$ cat config.mk
export PLATFORM = sky130hd
export DESIGN_NAME = polar_mosaic_unpack_split_top
export DESIGN_NICKNAME = d
export VERILOG_FILES = /design/src/pmus_pkg.sv /design/src/pmus_cfg_regs.sv /design/src/pmus_unpack.sv /design/src/pmus_position.sv /design/src/polar_mosaic_unpack_split_top.sv
export SDC_FILE = /design/constraint.sdc
export NUM_CORES = 1
export LEC_CHECK = 0
export BUFFER_PORTS_ARGS = -buffer_cell sky130_fd_sc_hd__clkbuf_2
export CORE_UTILIZATION = 40
export DETAILED_ROUTE_END_ITERATION = 8
export GPL_TIMING_DRIVEN = 0
export PLACE_DENSITY = 0.66
export SLEW_MARGIN = 20
export SYNTH_ARGS = -nofsm -noshare
export SYNTH_HDL_FRONTEND = slang
export SYNTH_SLANG_ARGS = --single-unit
$ cat constraint.sdc
create_clock -name clk_i -period 3.2 [get_ports clk_i]
set_clock_uncertainty 0.05 [all_clocks]
set_input_delay 0.8 -clock clk_i [delete_from_list [all_inputs] [get_ports clk_i]]
set_output_delay 0.8 -clock clk_i [all_outputs]
set_load 0.005 [all_outputs]
$ cat src/pmus_pkg.sv
// ----------------------------------------------------------------------------
// pmus_pkg
// Shared types and constants for the polarization mosaic unpacker.
// ----------------------------------------------------------------------------
package pmus_pkg;

  localparam int CFG_W          = 13;
  localparam int PIX_W          = 16;
  localparam int PLANE_POS_W    = 11;
  localparam int DEF_MAX_WIDTH  = 4096;
  localparam int DEF_MAX_HEIGHT = 4096;

  localparam logic [CFG_W-1:0] RST_FRAME_WIDTH  = 13'd2448;
  localparam logic [CFG_W-1:0] RST_FRAME_HEIGHT = 13'd2048;

  // configuration register indexes
  localparam logic [1:0] REG_FORMAT = 2'd0;
  localparam logic [1:0] REG_WIDTH  = 2'd1;
  localparam logic [1:0] REG_HEIGHT = 2'd2;

  typedef enum logic [1:0] {
    FMT_MONO8       = 2'd0,
    FMT_MONO12_USB  = 2'd1,
    FMT_MONO12_GIGE = 2'd2,
    FMT_MONO16      = 2'd3
  } fmt_e;

  typedef enum logic [1:0] {
    PH0 = 2'd0,
    PH1 = 2'd1,
    PH2 = 2'd2
  } phase_e;

  // rebuilt pixel from the unpacker
  typedef struct packed {
    logic             emit;
    logic [PIX_W-1:0] value;
  } pix_t;

  // plane tag for the pixel being emitted
  typedef struct packed {
    logic [1:0]             plane;
    logic [PLANE_POS_W-1:0] column;
    logic [PLANE_POS_W-1:0] row;
    logic                   last;
  } pos_t;

endpackage

$ cat src/pmus_cfg_regs.sv
// ----------------------------------------------------------------------------
// pmus_cfg_regs
// Format and frame size registers, with frame size clamped for use.
// ----------------------------------------------------------------------------
module pmus_cfg_regs
  import pmus_pkg::*;
#(
  parameter int MAX_WIDTH  = DEF_MAX_WIDTH,
  parameter int MAX_HEIGHT = DEF_MAX_HEIGHT,
  localparam int WW = (CFG_W > $clog2(MAX_WIDTH + 1)) ? CFG_W : $clog2(MAX_WIDTH + 1),
  localparam int HW = (CFG_W > $clog2(MAX_HEIGHT + 1)) ? CFG_W : $clog2(MAX_HEIGHT + 1)
) (
  input  logic             clk_i,
  input  logic             rst_ni,
  input  logic             wr_i,
  input  logic [1:0]       index_i,
  input  logic [CFG_W-1:0] data_i,
  output fmt_e             fmt_o,
  output logic             fmt_wr_o,
  output logic [WW-1:0]    width_o,
  output logic [HW-1:0]    height_o
);

  typedef logic [WW-1:0] ww_t;
  typedef logic [HW-1:0] hw_t;

  fmt_e             fmt_q, fmt_d;
  logic [CFG_W-1:0] width_q, width_d;
  logic [CFG_W-1:0] height_q, height_d;
  ww_t              w_ext;
  hw_t              h_ext;

  always_comb begin
    fmt_d    = fmt_q;
    width_d  = width_q;
    height_d = height_q;
    fmt_wr_o = 1'b0;
    if (wr_i) begin
      unique case (index_i)
        REG_FORMAT: begin
          fmt_d    = fmt_e'(data_i[1:0]);
          fmt_wr_o = 1'b1;
        end
        REG_WIDTH:  width_d  = data_i;
        REG_HEIGHT: height_d = data_i;
        default: ;  // unmapped index
      endcase
    end
  end

  always_ff @(posedge clk_i or negedge rst_ni) begin
    if (!rst_ni) begin
      fmt_q    <= FMT_MONO8;
      width_q  <= RST_FRAME_WIDTH;
      height_q <= RST_FRAME_HEIGHT;
    end else begin
      fmt_q    <= fmt_d;
      width_q  <= width_d;
      height_q <= height_d;
    end
  end

  // clamp to 2..MAX
  always_comb begin
    w_ext = ww_t'(width_q);
    h_ext = hw_t'(height_q);
    if (w_ext < ww_t'(2))              width_o = ww_t'(2);
    else if (w_ext > ww_t'(MAX_WIDTH)) width_o = ww_t'(MAX_WIDTH);
    else                               width_o = w_ext;
    if (h_ext < hw_t'(2))               height_o = hw_t'(2);
    else if (h_ext > hw_t'(MAX_HEIGHT)) height_o = hw_t'(MAX_HEIGHT);
    else                                height_o = h_ext;
  end

  assign fmt_o = fmt_q;

endmodule

$ cat src/pmus_unpack.sv
// ----------------------------------------------------------------------------
// pmus_unpack
// Byte phase tracking and pixel rebuild for the four pixel formats.
// ----------------------------------------------------------------------------
module pmus_unpack
  import pmus_pkg::*;
(
  input  logic       clk_i,
  input  logic       rst_ni,
  input  logic       step_i,
  input  logic [7:0] byte_i,
  input  fmt_e       fmt_i,
  input  logic       fmt_wr_i,
  output pix_t       pix_o
);

  phase_e     phase_q, phase_d;
  logic [7:0] h1_q, h1_d;
  logic [7:0] h2_q, h2_d;

  always_comb begin
    phase_d     = phase_q;
    h1_d        = h1_q;
    h2_d        = h2_q;
    pix_o.emit  = 1'b0;
    pix_o.value = '0;
    case (fmt_i)
      FMT_MONO8: begin
        phase_d     = PH0;
        pix_o.emit  = 1'b1;
        pix_o.value = {8'h00, byte_i};
      end
      FMT_MONO16: begin
        if (phase_q == PH0) begin
          h1_d    = byte_i;
          phase_d = PH1;
        end else begin
          phase_d     = PH0;
          pix_o.emit  = 1'b1;
          pix_o.value = {byte_i, h1_q};
        end
      end
      default: begin  // both 12-bit packed orders
        unique case (phase_q)
          PH0: begin
            h1_d    = byte_i;
            phase_d = PH1;
          end
          PH1: begin
            h2_d       = byte_i;
            phase_d    = PH2;
            pix_o.emit = 1'b1;
            if (fmt_i == FMT_MONO12_USB) pix_o.value = {byte_i[3:0], h1_q, 4'h0};
            else                         pix_o.value = {h1_q, byte_i[3:0], 4'h0};
          end
          default: begin
            phase_d     = PH0;
            pix_o.emit  = 1'b1;
            pix_o.value = {byte_i, h2_q[7:4], 4'h0};
          end
        endcase
      end
    endcase
  end

  always_ff @(posedge clk_i or negedge rst_ni) begin
    if (!rst_ni) begin
      phase_q <= PH0;
      h1_q    <= '0;
      h2_q    <= '0;
    end else if (fmt_wr_i) begin
      phase_q <= PH0;   // drop a partial pixel
    end else if (step_i) begin
      phase_q <= phase_d;
      h1_q    <= h1_d;
      h2_q    <= h2_d;
    end
  end

`ifndef SYNTH
  a_mono8_phase: assert property (@(posedge clk_i) disable iff (!rst_ni)
    (fmt_i == FMT_MONO8) |-> (phase_q == PH0))
    else $error("mono8 with nonzero byte phase");
  a_mono16_phase: assert property (@(posedge clk_i) disable iff (!rst_ni)
    (fmt_i == FMT_MONO16) |-> (phase_q != PH2))
    else $error("mono16 reached third byte phase");
`endif

endmodule

$ cat src/pmus_position.sv
// ----------------------------------------------------------------------------
// pmus_position
// Sensor column/row counters and polarization plane mapping.
// ----------------------------------------------------------------------------
module pmus_position
  import pmus_pkg::*;
#(
  parameter int MAX_WIDTH  = DEF_MAX_WIDTH,
  parameter int MAX_HEIGHT = DEF_MAX_HEIGHT,
  localparam int WW = (CFG_W > $clog2(MAX_WIDTH + 1)) ? CFG_W : $clog2(MAX_WIDTH + 1),
  localparam int HW = (CFG_W > $clog2(MAX_HEIGHT + 1)) ? CFG_W : $clog2(MAX_HEIGHT + 1)
) (
  input  logic          clk_i,
  input  logic          rst_ni,
  input  logic          step_i,
  input  logic [WW-1:0] width_i,
  input  logic [HW-1:0] height_i,
  output pos_t          pos_o
);

  localparam int CW  = (MAX_WIDTH > 2) ? $clog2(MAX_WIDTH) : 1;
  localparam int RW  = (MAX_HEIGHT > 2) ? $clog2(MAX_HEIGHT) : 1;
  localparam int CPW = (CW > PLANE_POS_W + 1) ? CW : PLANE_POS_W + 1;
  localparam int RPW = (RW > PLANE_POS_W + 1) ? RW : PLANE_POS_W + 1;

  typedef logic [WW:0]    wcmp_t;
  typedef logic [HW:0]    hcmp_t;
  typedef logic [CW-1:0]  col_t;
  typedef logic [RW-1:0]  row_t;
  typedef logic [CPW-1:0] cpad_t;
  typedef logic [RPW-1:0] rpad_t;

  col_t       col_q, col_d;
  row_t       row_q, row_d;
  logic       row_end;
  cpad_t      col_pad;
  rpad_t      row_pad;
  logic [1:0] plane;

  assign row_end    = (wcmp_t'(col_q) + wcmp_t'(1)) >= wcmp_t'(width_i);
  assign pos_o.last = row_end && ((hcmp_t'(row_q) + hcmp_t'(1)) >= hcmp_t'(height_i));

  assign col_pad      = cpad_t'(col_q);
  assign row_pad      = rpad_t'(row_q);
  assign pos_o.column = col_pad[PLANE_POS_W:1];
  assign pos_o.row    = row_pad[PLANE_POS_W:1];
  assign pos_o.plane  = plane;

  // even rows: even col -> 1, odd col -> 0; odd rows: even -> 2, odd -> 3
  always_comb begin
    case ({row_q[0], col_q[0]})
      2'b00:   plane = 2'd1;
      2'b01:   plane = 2'd0;
      2'b10:   plane = 2'd2;
      default: plane = 2'd3;
    endcase
  end

  always_comb begin
    col_d = col_q + col_t'(1);
    row_d = row_q;
    if (row_end) begin
      col_d = '0;
      row_d = pos_o.last ? '0 : row_q + row_t'(1);
    end
  end

  always_ff @(posedge clk_i or negedge rst_ni) begin
    if (!rst_ni) begin
      col_q <= '0;
      row_q <= '0;
    end else if (step_i) begin
      col_q <= col_d;
      row_q <= row_d;
    end
  end

`ifndef SYNTH
  a_frame_wrap: assert property (@(posedge clk_i) disable iff (!rst_ni)
    (step_i && pos_o.last) |=> (col_q == '0 && row_q == '0))
    else $error("position did not wrap after last pixel");
`endif

endmodule

$ cat src/polar_mosaic_unpack_split_top.sv
// ----------------------------------------------------------------------------
// polar_mosaic_unpack_split_top
// Unpacks a camera byte stream into pixels tagged by polarization plane.
// ----------------------------------------------------------------------------
// Usage:
//   Input channel (in_valid_i/in_ready_o) moves one payload byte per word.
//   Output channel (out_valid_o/out_ready_i) moves one rebuilt pixel per word
//   with its plane index, plane column/row and a last-pixel-of-frame flag.
//   Bytes that only complete part of a pixel produce no output word.
//   Config channel (cfg_valid_i/cfg_ready_o) writes index 0 pixel format,
//   1 frame width, 2 frame height; always ready. Write only when idle.
//   Writing the format drops a partly received pixel.
// Timing:
//   Two-stage pipe: byte register, then result register. A pixel appears on
//   out_valid_o once the byte that completes it has passed both registers.
//   One byte per cycle while the receiver keeps up; the byte register can
//   take a byte while a result waits, so one more byte is taken in a stall.
//   When the receiver stalls both stages fill and in_ready_o drops.
// Reset:
//   rst_ni clears pipe valids, byte phase and counters, and loads mono8,
//   2448 x 2048.
// ----------------------------------------------------------------------------
module polar_mosaic_unpack_split_top
  import pmus_pkg::*;
#(
  parameter int MAX_WIDTH  = DEF_MAX_WIDTH,
  parameter int MAX_HEIGHT = DEF_MAX_HEIGHT
) (
  input  logic                   clk_i,
  input  logic                   rst_ni,
  // byte input
  input  logic                   in_valid_i,
  output logic                   in_ready_o,
  input  logic [7:0]             data_byte_i,
  // pixel output
  output logic                   out_valid_o,
  input  logic                   out_ready_i,
  output logic [PIX_W-1:0]       pixel_value_o,
  output logic [1:0]             plane_index_o,
  output logic [PLANE_POS_W-1:0] plane_column_o,
  output logic [PLANE_POS_W-1:0] plane_row_o,
  output logic                   frame_last_o,
  // configuration writes
  input  logic                   cfg_valid_i,
  output logic                   cfg_ready_o,
  input  logic [1:0]             cfg_index_i,
  input  logic [CFG_W-1:0]       cfg_data_i
);

  localparam int WW = (CFG_W > $clog2(MAX_WIDTH + 1)) ? CFG_W : $clog2(MAX_WIDTH + 1);
  localparam int HW = (CFG_W > $clog2(MAX_HEIGHT + 1)) ? CFG_W : $clog2(MAX_HEIGHT + 1);

  // byte stage
  logic       s1_valid_q, s1_valid_d;
  logic [7:0] s1_byte_q;
  logic       s1_adv;
  logic       in_fire;

  // result stage
  logic       out_valid_q, out_valid_d;
  pix_t       pix_q;
  pos_t       pos_q;

  fmt_e          fmt;
  logic          fmt_wr;
  logic [WW-1:0] width_eff;
  logic [HW-1:0] height_eff;
  pix_t          pix;
  pos_t          pos;

  assign cfg_ready_o = 1'b1;

  pmus_cfg_regs #(
    .MAX_WIDTH (MAX_WIDTH),
    .MAX_HEIGHT(MAX_HEIGHT)
  ) u_cfg (
    .clk_i   (clk_i),
    .rst_ni  (rst_ni),
    .wr_i    (cfg_valid_i && cfg_ready_o),
    .index_i (cfg_index_i),
    .data_i  (cfg_data_i),
    .fmt_o   (fmt),
    .fmt_wr_o(fmt_wr),
    .width_o (width_eff),
    .height_o(height_eff)
  );

  // byte stage drains whenever the result register is free or being read
  assign s1_adv     = s1_valid_q && (!out_valid_q || out_ready_i);
  assign in_ready_o = !s1_valid_q || s1_adv;
  assign in_fire    = in_valid_i && in_ready_o;

  pmus_unpack u_unpack (
    .clk_i   (clk_i),
    .rst_ni  (rst_ni),
    .step_i  (s1_adv),
    .byte_i  (s1_byte_q),
    .fmt_i   (fmt),
    .fmt_wr_i(fmt_wr),
    .pix_o   (pix)
  );

  // counters move only on bytes that complete a pixel
  pmus_position #(
    .MAX_WIDTH (MAX_WIDTH),
    .MAX_HEIGHT(MAX_HEIGHT)
  ) u_pos (
    .clk_i   (clk_i),
    .rst_ni  (rst_ni),
    .step_i  (s1_adv && pix.emit),
    .width_i (width_eff),
    .height_i(height_eff),
    .pos_o   (pos)
  );

  always_comb begin
    s1_valid_d = s1_valid_q;
    if (in_fire)     s1_valid_d = 1'b1;
    else if (s1_adv) s1_valid_d = 1'b0;

    out_valid_d = out_valid_q;
    if (s1_adv)           out_valid_d = pix.emit;
    else if (out_ready_i) out_valid_d = 1'b0;
  end

  always_ff @(posedge clk_i or negedge rst_ni) begin
    if (!rst_ni) begin
      s1_valid_q  <= 1'b0;
      out_valid_q <= 1'b0;
    end else begin
      s1_valid_q  <= s1_valid_d;
      out_valid_q <= out_valid_d;
    end
  end

  // payload registers, no reset
  always_ff @(posedge clk_i) begin
    if (in_fire) s1_byte_q <= data_byte_i;
    if (s1_adv && pix.emit) begin
      pix_q <= pix;
      pos_q <= pos;
    end
  end

  assign out_valid_o    = out_valid_q;
  assign pixel_value_o  = pix_q.value;
  assign plane_index_o  = pos_q.plane;
  assign plane_column_o = pos_q.column;
  assign plane_row_o    = pos_q.row;
  assign frame_last_o   = pos_q.last;

`ifndef SYNTH
  a_no_overwrite: assert property (@(posedge clk_i) disable iff (!rst_ni)
    !(in_fire && s1_valid_q && !s1_adv))
    else $error("byte stage overwritten");
  a_emit_shows: assert property (@(posedge clk_i) disable iff (!rst_ni)
    (s1_adv && pix.emit) |=> out_valid_o)
    else $error("completed pixel not presented");
`endif

endmodule

# Word-level counts from Yosys, hierarchy flattened
# Index checks and enable logic that the tools add are counted.
# totals
reg_bits	121
inputBits	28
wordCells	80
# classes
add_sub_neg	4
magnitude_cmp	6
n_eq_ne	7
muxes	22
bitwise_logic	3
n_reduce_logical	22
# op_table
operator	n
$pmux W17 S2	2
$mux W13	4
$ge A14 B13 Y1	2
$add A12 B1 Y13 const B	2
$gt A13 B13 Y1 const B	2
$lt A13 B2 Y1 const B	2
$add A12 B1 Y12 const B	2
$mux W12	2
$mux W17	1
$mux W16	1
$eq A2 B1 Y1 const B	4
$logic_not A2 Y1	4
$pmux W2 S2	2
$reduce_and A2 Y1	4
$reduce_and A4 Y1	2
$mux W1	7
$eq A2 B2 Y1 const B	3
$pmux W2 S3	1
$reduce_bool A2 Y1	3
$logic_and A1 B1 Y1	4
$mux W2	2
$not A1 Y1	3
$logic_not A1 Y1	2
$logic_or A1 B1 Y1	2
$reduce_or A2 Y1	1

# Longest topological paths before layout
# Gate-level depths: netlist (run 1).
# logic_depth
ltp_word	6
ltp_mapped	15
depth_no_buf	13

# Cells and area by module
# From an unflattened synthesis (run 1), not the netlist that was laid out.
# unflattened
hier_cells	527
area_unflattened_um2	6216.0
# by_module_without_submodules
module	instances	cells_each	area_each_um2	seq_area_each_um2
pmus_position	1	271	2278.4	600.6
polar_mosaic_unpack_split_top	1	61	1594.0	1521.5
pmus_cfg_regs	1	101	1312.5	706.9
pmus_unpack	1	94	1031.0	350.3

# Worst setup path after synthesis (run 1)
# No wires, ideal clock.
# synth_path
path_type	register to register
start	reg u_pos.col_q[0] (netlist: u_pos.col_pad[0])
end	reg u_pos.row_q[6] (netlist: u_pos.row_pad[6])
setup_ns	0.069
t_arrival_ns	2.829
t_required_ns	3.081
setup_slack_ns	0.252
path_stages_with_launch	15
path_cell_list	dfrtp_1 ha_1 nand2_1 nor2_1 and2_1 nand4_1 xnor2_1 ha_1 and3_1 nand3_1 a311oi_1 o21ai_1 buf_2 or4b_1 nand3_1
# synth_between
elab_chain_cells	4
word_cells_on_any_way	5
classes_between	1 x add/sub; 1 x order compare; 1 x mux; 2 x reduce/logical
# synth_rtl
item	line_no	source
from (decl)	pmus_position.sv:33	col_t col_q, col_d;
from (signal assigned)	pmus_position.sv:73	col_q <= col_d;
$add A12 B1 Y13 *	pmus_position.sv:40	assign row_end = (wcmp_t'(col_q) + wcmp_t'(1)) >= wcmp_t'(width_i);
$ge A14 B13 Y1 *	pmus_position.sv:40	
$logic_and A1 B1 Y1	pmus_position.sv:41	assign pos_o.last = row_end && ((hcmp_t'(row_q) + hcmp_t'(1)) >= hcmp_t'(height_i));
$mux W12	pmus_position.sv:64	row_d = pos_o.last ? '0 : row_q + row_t'(1);
to (signal assigned)	pmus_position.sv:74	row_q <= row_d;
to (decl)	pmus_position.sv:34	row_t row_q, row_d;
# Every way passes the cells marked *; elsewhere a longest branch is shown, timed or not.
# A chain may end at the register's enable or synchronous reset.

# Worst setup path after layout (run 1)
# layout_path
start	reg u_cfg.height_q[2] (netlist: u_cfg.h_ext[2])
end	reg u_pos.row_q[8] (netlist: u_pos.row_pad[8])
# layout_between
elab_chain_cells	6
word_cells_on_any_way	7
classes_between	3 x order compare; 3 x mux; 1 x reduce/logical
# layout_rtl
item	line_no	source
from (decl)	pmus_cfg_regs.sv:29	logic [CFG_W-1:0] height_q, height_d;
from (signal assigned)	pmus_cfg_regs.sv:59	height_q <= height_d;
$gt A13 B13 Y1	pmus_cfg_regs.sv:71	else if (h_ext > hw_t'(MAX_HEIGHT)) height_o = hw_t'(MAX_HEIGHT);
$mux W13	pmus_cfg_regs.sv:71	
$mux W13 *	pmus_cfg_regs.sv:70	if (h_ext < hw_t'(2)) height_o = hw_t'(2);
$ge A14 B13 Y1 *	pmus_position.sv:41	
$logic_and A1 B1 Y1 *	pmus_position.sv:41	
$mux W12 *	pmus_position.sv:64	
# Marked as above.

==> flow_summary.toml, run 1 <==
[setup_path]
cp.required_ns = 3.51
cp_top_family = "simple AND/OR/NAND/NOR gates"
crit_path_top_delay_cell = "or4b_4"
crit_path_frequent_cell = "nand3_2"
path_class = "reg2reg"
path_max_fanout = 8
cp_cell_sequence = "nor4_2 -> nand3_2 -> o21ai_4 -> nand2_1 -> ha_1 -> a21o_1 -> a221o_1 -> a41oi_4 -> or4b_4 -> nand3_2"
cp-start-kind = "flop"
arrival_ns = 3.47
crit_buf_inv = 0
slowest_delay_ns = 0.52
endpoint_kind = "flop"

[die]
die_w_um = 121
initial_core_util_pct = 41.0
rows = 43
die-area_mm2 = 0.0147
die_h_um = 121
ios = 72
fp.coreArea_mm2 = 0.0139

[routing]
wl_um = 12700
antenna_left = 0
vias = 4173
wl_per_cell_um = 16.4
drcViolationCount = 0
via_per_inst = 5.38
drt-pass1-iter-count = 5
drt_iter0_markers = 279

[yosys]
avgSynthCellArea_um2 = 12.0
synth_edf_count = 49
synth.most_common_cell = "dfrtp_1"
ys_ff_latch = 117
netlist_area_mm2 = 0.00569
syn_nets = 535
yosys-top-cells-count = "dfrtp_1, nand2_1, edfxtp_1"
yosys.area.top_type_share_pct = 27.7
synth-async-reset-ratio_pct = 58.1
synth_area_leaders = "dfrtp_1, edfxtp_1, mux2_2, ha_1, nand2_1"
yosys_warnings = 0
seq_area_frac_synth_pct = 55.8
yosys.area.top_type = "dfrtp_1"
netlist_instances = 474
synth-main-ff-cell = "dfrtp_1"
yosysUniqueCellTypes = 52

[timing]
min_period_over_period_pct = 98.8
hold_violations = 0
drv_slew = 0
worstMarginPinSlew_ns = 0.939
finalWorstSetupSlack_ns = 0.0373
post-route-min-period_ns = 3.16
tns_ns = 0
fmax_ghz = 0.316
rsz0062_at_grt = "true"
slew_headroom_pct = 37.3
setup_viol = 0

[placed_design]
placedInstanceArea_mm2 = 0.00630
port_buffers = 70
preCtsSetupSlack_ns = -0.414
dp_hpwl_um = 8380
place_congestion = 0.871

[cells_and_area]
drive_above_1_share_pct = 37.5
final_core_util_pct = 52.8
antennaDiodeCount = 0
final_nets = 643
areaGrowthSynthToFinish_pct = 28.8
final_cell_area_mm2 = 0.00733

[grt]
antenna_found_initial = 0
grt_pass1_vias = 4128
grt_use_total_pct = 17.9
grt_max_degree = 54
grt-ovfl-total = 0
grt_pass1_wl_um = 19900

[clock_tree]
cts_buffer_depth = 2
cts_inserted_buffers = 17
cts-root-buf = "clkbuf_16"
cts_num_sinks = 117
cts_max_level = 4
insertion_delay_ns = 0.42
cts_tree = "yes"
ctsHoldBuffers = 0
clkTransAtPathRegs_ns = 0.05

[job]
max_cap_viol_count = 0

[power]
finalPower_uw = 5450
powerDensity_mw_per_mm2 = 744
peakVddDrop_mv = 0.406
p_leak_uw = 0.00317

[run_status]
status = "finished, final reports clean"

[hold_path]
min_path_type = "in2async"
## metrics by stage
| step | std cells | hold slack (ns) |
|---|---|---|
| global placement | 724 | 0.438 |
| detailed placement | 725 | 0.443 |
| finish | 775 | 0.234 |
| CTS | 764 | 0.230 |
| global route | 775 | 0.239 |
| floorplan | 474 | 0.424 |
## report_power, final
group	total [uW]	switching (uW)	leakage [uW]	internal (uW)
registers	2230	255	0.00127	1980
clock network	1770	652	0.000267	1110
logic	1450	789	0.00163	665
total	5450	1700	0.00317	3760
## routing by layer
layer  global-route usage (%)  vias to the layer above  part of all wire (%)
li1                         -                     1960                     -
met1                     22.0                     2060                    43
met2                     29.1                      121                    50
met3                     4.37                       32                   4.2
met4                     9.57                        0                   2.6
met5                        0                        -                     0
## placed cells by master (no fill, tap or decap), drive strengths merged, types with 6 or more instances in the layout
| cell | count |
|---|---|
| nor2 | 22 |
| ha | 33 |
| xor2 | 9 |
| clkbuf | 96 |
| nand2b | 6 |
| mux2 | 38 |
| nand3 | 22 |
| a22o | 10 |
| dfrtp | 63 |
| a21o | 7 |
| nand2 | 61 |
| and3 | 9 |
| mux2i | 12 |
| o21ai | 22 |
| xnor2 | 11 |
| edfxtp | 49 |
| buf | 27 |
| inv | 10 |
| a21oi | 17 |
| clkinv | 6 |
## flip-flops by register name (all words and copies together) (netlist names)
register	cells
frame_last_o	1
plane_column_o	11
s1_valid_q	1
u_unpack.phase_q	2
u_pos.col_pad	12
u_cfg.w_ext	13
u_pos.row_pad	12
s1_byte_q	8
u_unpack.h2_q	4
plane_index_o	2
out_valid_o	1
u_unpack.h1_q	8
u_cfg.h_ext	13
plane_row_o	11
u_cfg.fmt_o	2
pixel_value_o	16
## kinds of logic after synthesis
kind of cell | synth area share (%)
buffers and inverters | 1.76
adders and majority gates | 7.25
DFF | 55.8
xor gates and xnor gates | 3.08
other | 0.0659
AOI/OAI and AO/OA | 9.21
muxes | 9.63
and+or+nand+nor | 13.2
## path summary, 6_finish.rpt
kind                                         startpoint                            to  slack, ns  cells past startpoint
max reg2reg                  u_cfg.h_ext[2]$_DFFE_PN0P_  u_pos.row_pad[8]$_DFFE_PN0P_       0.04                     10
min reg2reg                u_unpack.h2_q[7]$_DFFE_PN0P_  u_unpack.h2_q[7]$_DFFE_PN0P_       0.46                      1
max in group asynchronous                        rst_ni    u_cfg.w_ext[4]$_DFFE_PN1P_       2.26                      2
max                          u_cfg.h_ext[2]$_DFFE_PN0P_  u_pos.row_pad[8]$_DFFE_PN0P_       0.04                     10
min                                              rst_ni  u_pos.row_pad[8]$_DFFE_PN0P_       0.23                      1
min in group clk_i         u_unpack.h2_q[7]$_DFFE_PN0P_  u_unpack.h2_q[7]$_DFFE_PN0P_       0.46                      1
## what timing repair did
| item | CTS | global route |
|---|---|---|
| gates cloned | 1 | 0 |
| gates resized for setup | 30 | 41 |
| pin swaps | 4 | 14 |
| setup endpoints to repair | 23 | 25 |
| buffers inserted | 7 | 11 |
## cell type report
cell class | instances | area (um2)
buffer | 12 | 70.1
clock buffer | 22 | 474
clock inverter | 10 | 80.1
fill | 1195 | 6550
inverter | 10 | 40.0
multi-input combinational | 335 | 2740
sequential | 117 | 3190
tap | 180 | 225
timing repair buffer | 89 | 519
Note: power is estimated with default switching activity, not from simulation.
==> run 2: changes to the inputs <==
- RECOVER_POWER: unset -> 25
==> run 2 against run 1 <==
Effect of this change: die area is the same; sequential share of layout area hardly changed; final area hardly changed; via count about the same; worst hold slack improved by 0.22 ns; global-route usage unchanged; combinational power barely moved; critical endpoint unchanged; largest power group unchanged.
==> flow_summary.toml, run 2 (synthesized netlist as in run 1, its figures left out) <==
[routing]
vias = 4172
wl_um = 12800
antenna_left = 0
wl_per_cell_um = 16.5
drcViolationCount = 0
drt-pass1-iter-count = 4
via_per_inst = 5.38
drt_iter0_markers = 279

[setup_path]
endpoint_kind = "flop"
rr_endpoint = "u_pos.row_pad[8]$_DFFE_PN0P_"
cp.required_ns = 3.51
r2r_start = "u_cfg.h_ext[2]$_DFFE_PN0P_"
cp-start-kind = "flop"
path_class = "reg2reg"
arrival_ns = 3.47
path_max_fanout = 8
crit_path_top_delay_cell = "or4b_4"
cp_top_family = "simple AND/OR/NAND/NOR gates"
crit_buf_inv = 0
r2r_setup_slack_ns = 0.04
ff2ff_path_depth = 10
slowest_delay_ns = 0.52
cp_cell_sequence = "nor4_2 -> nand3_2 -> o21ai_4 -> nand2_1 -> ha_1 -> a21o_1 -> a221o_1 -> a41oi_4 -> or4b_4 -> nand3_2"
crit_path_frequent_cell = "nand3_2"

[clock_tree]
cts_num_sinks = 117
ctsHoldBuffers = 0
cts_inserted_buffers = 17
cts_max_level = 4
cts-root-buf = "clkbuf_16"
cts_buffer_depth = 2
cts_tree = "yes"
clkTransAtPathRegs_ns = 0.05
insertion_delay_ns = 0.42

[die]
die_w_um = 121
fp.coreArea_mm2 = 0.0139
rows = 43
ios = 72
die_h_um = 121
initial_core_util_pct = 41.0
die-area_mm2 = 0.0147

[cells_and_area]
fin_cells = 775
drive_above_1_share_pct = 37.3
nFillCells = 1195
areaGrowthSynthToFinish_pct = 28.7
largest_reg_flops = 16
final_nets = 643
ff_latch_area_mm2 = 0.00319
antennaDiodeCount = 0
final_cell_mix = "clkbuf_2, nand2_1, dfrtp_1, edfxtp_1, mux2_2"
final_common_cell = "clkbuf_2"
multi_input_comb_area_mm2 = 0.00274

[timing]
min_period_over_period_pct = 98.9
tns_ns = 0
worstMarginPinSlew_ns = 1.10
drv_slew = 0
slew_headroom_pct = 26.6
post-route-min-period_ns = 3.16
rsz0062_at_grt = "true"
hold_violations = 0
fmax_ghz = 0.316
setup_viol = 0
hold_slack_ns = 0.456

[grt]
grt_use_total_pct = 17.9
grt_pass1_wl_um = 19900
grt_max_degree = 54
grt-ovfl-total = 0
antenna_found_initial = 0
grt_pass1_vias = 4128

[power]
peakVddDrop_mv = 0.406
finalPower_uw = 5450
p_leak_uw = 0.00317
powerDensity_mw_per_mm2 = 744

[placed_design]
place_inst = 725
place_congestion = 0.871
dp_hpwl_um = 8380
port_buffers = 70

[run_status]
status = "finished, final reports clean"

[job]
max_cap_viol_count = 0

[hold_path]
min_path_type = "reg2reg"
min_to = "u_unpack.h2_q[6]$_DFFE_PN0P_"
holdPathStages = 1
hold_start = "u_unpack.h2_q[6]$_DFFE_PN0P_"
run 2: cell count changes in the layout (fill, tap and decap cells not counted):
cell | before | now
clkbuf_4 | 2 | 1
clkbuf_1 | 4 | 5
run 2: metal layers:
layer	vias to the layer above	routed length (um)	track usage [%]
li1	1960	-	-
met1	2060	5500	22.0
met2	120	6390	29.1
met3	32	530	4.37
met4	0	326	9.57
met5	-	0	0
run 2: cell type report:
class	instances	area share, %
plain buffers	12	0.956
flip-flops and latches	117	43.5
clock buffers	22	6.47
inverters	10	0.546
clock inverters	10	1.09
well taps	180	3.07
repair buffers	89	7.03
multi-input cells	335	37.3
run 2: how the worst max path moves through the flow:
stage,from,cells past startpoint,to
global route,u_cfg.h_ext[2]$_DFFE_PN0P_,11,u_pos.row_pad[4]$_DFFE_PN0P_
detailed placement,u_pos.col_pad[0]$_DFFE_PN0P_,14,u_pos.row_pad[8]$_DFFE_PN0P_
CTS,u_cfg.w_ext[6]$_DFFE_PN0P_,12,u_pos.row_pad[8]$_DFFE_PN0P_
floorplan,u_pos.col_pad[0]$_DFFE_PN0P_,14,u_pos.row_pad[6]$_DFFE_PN0P_
global placement,u_pos.col_pad[0]$_DFFE_PN0P_,14,u_pos.col_pad[10]$_DFFE_PN0P_
finish,u_cfg.h_ext[2]$_DFFE_PN0P_,10,u_pos.row_pad[8]$_DFFE_PN0P_
run 2: through the flow:
stage               setup slack, ns  instance area, um2  utilization, %
floorplan                     0.252                5690               -
global placement             -0.328                6270            45.2
detailed placement           -0.414                6300            45.4
CTS                         -0.0254                7030            50.7
global route                -0.0905                7330            52.8
finish                       0.0368                7330            52.8
run 2: repair_timing:
item / in CTS / in global routing
setup buffers: 7 / 11
pin swaps: 4 / 14
resized for setup: 30 / 41
endpoints found under the setup margin: 23 / 25
cloned: 1 / 0
run 2: power breakdown:
group          leakage, uW  internal (uW)  total [uW]  switching [uW]
Sequential         0.00127           1980        2230             255
Combinational      0.00162            664        1450             789
Clock             0.000267           1110        1770             651
Total              0.00317           3760        5450            1690
run 2: worst register-to-register path, stage by stage (launching register included):
cell	delay (ns)
dfrtp_1	0.41
nor4_2	0.34
nand3_2	0.16
o21ai_4	0.28
nand2_1	0.10
ha_1	0.33
a21o_1	0.20
a221o_1	0.36
a41oi_4	0.29
or4b_4	0.52
nand3_2	0.08
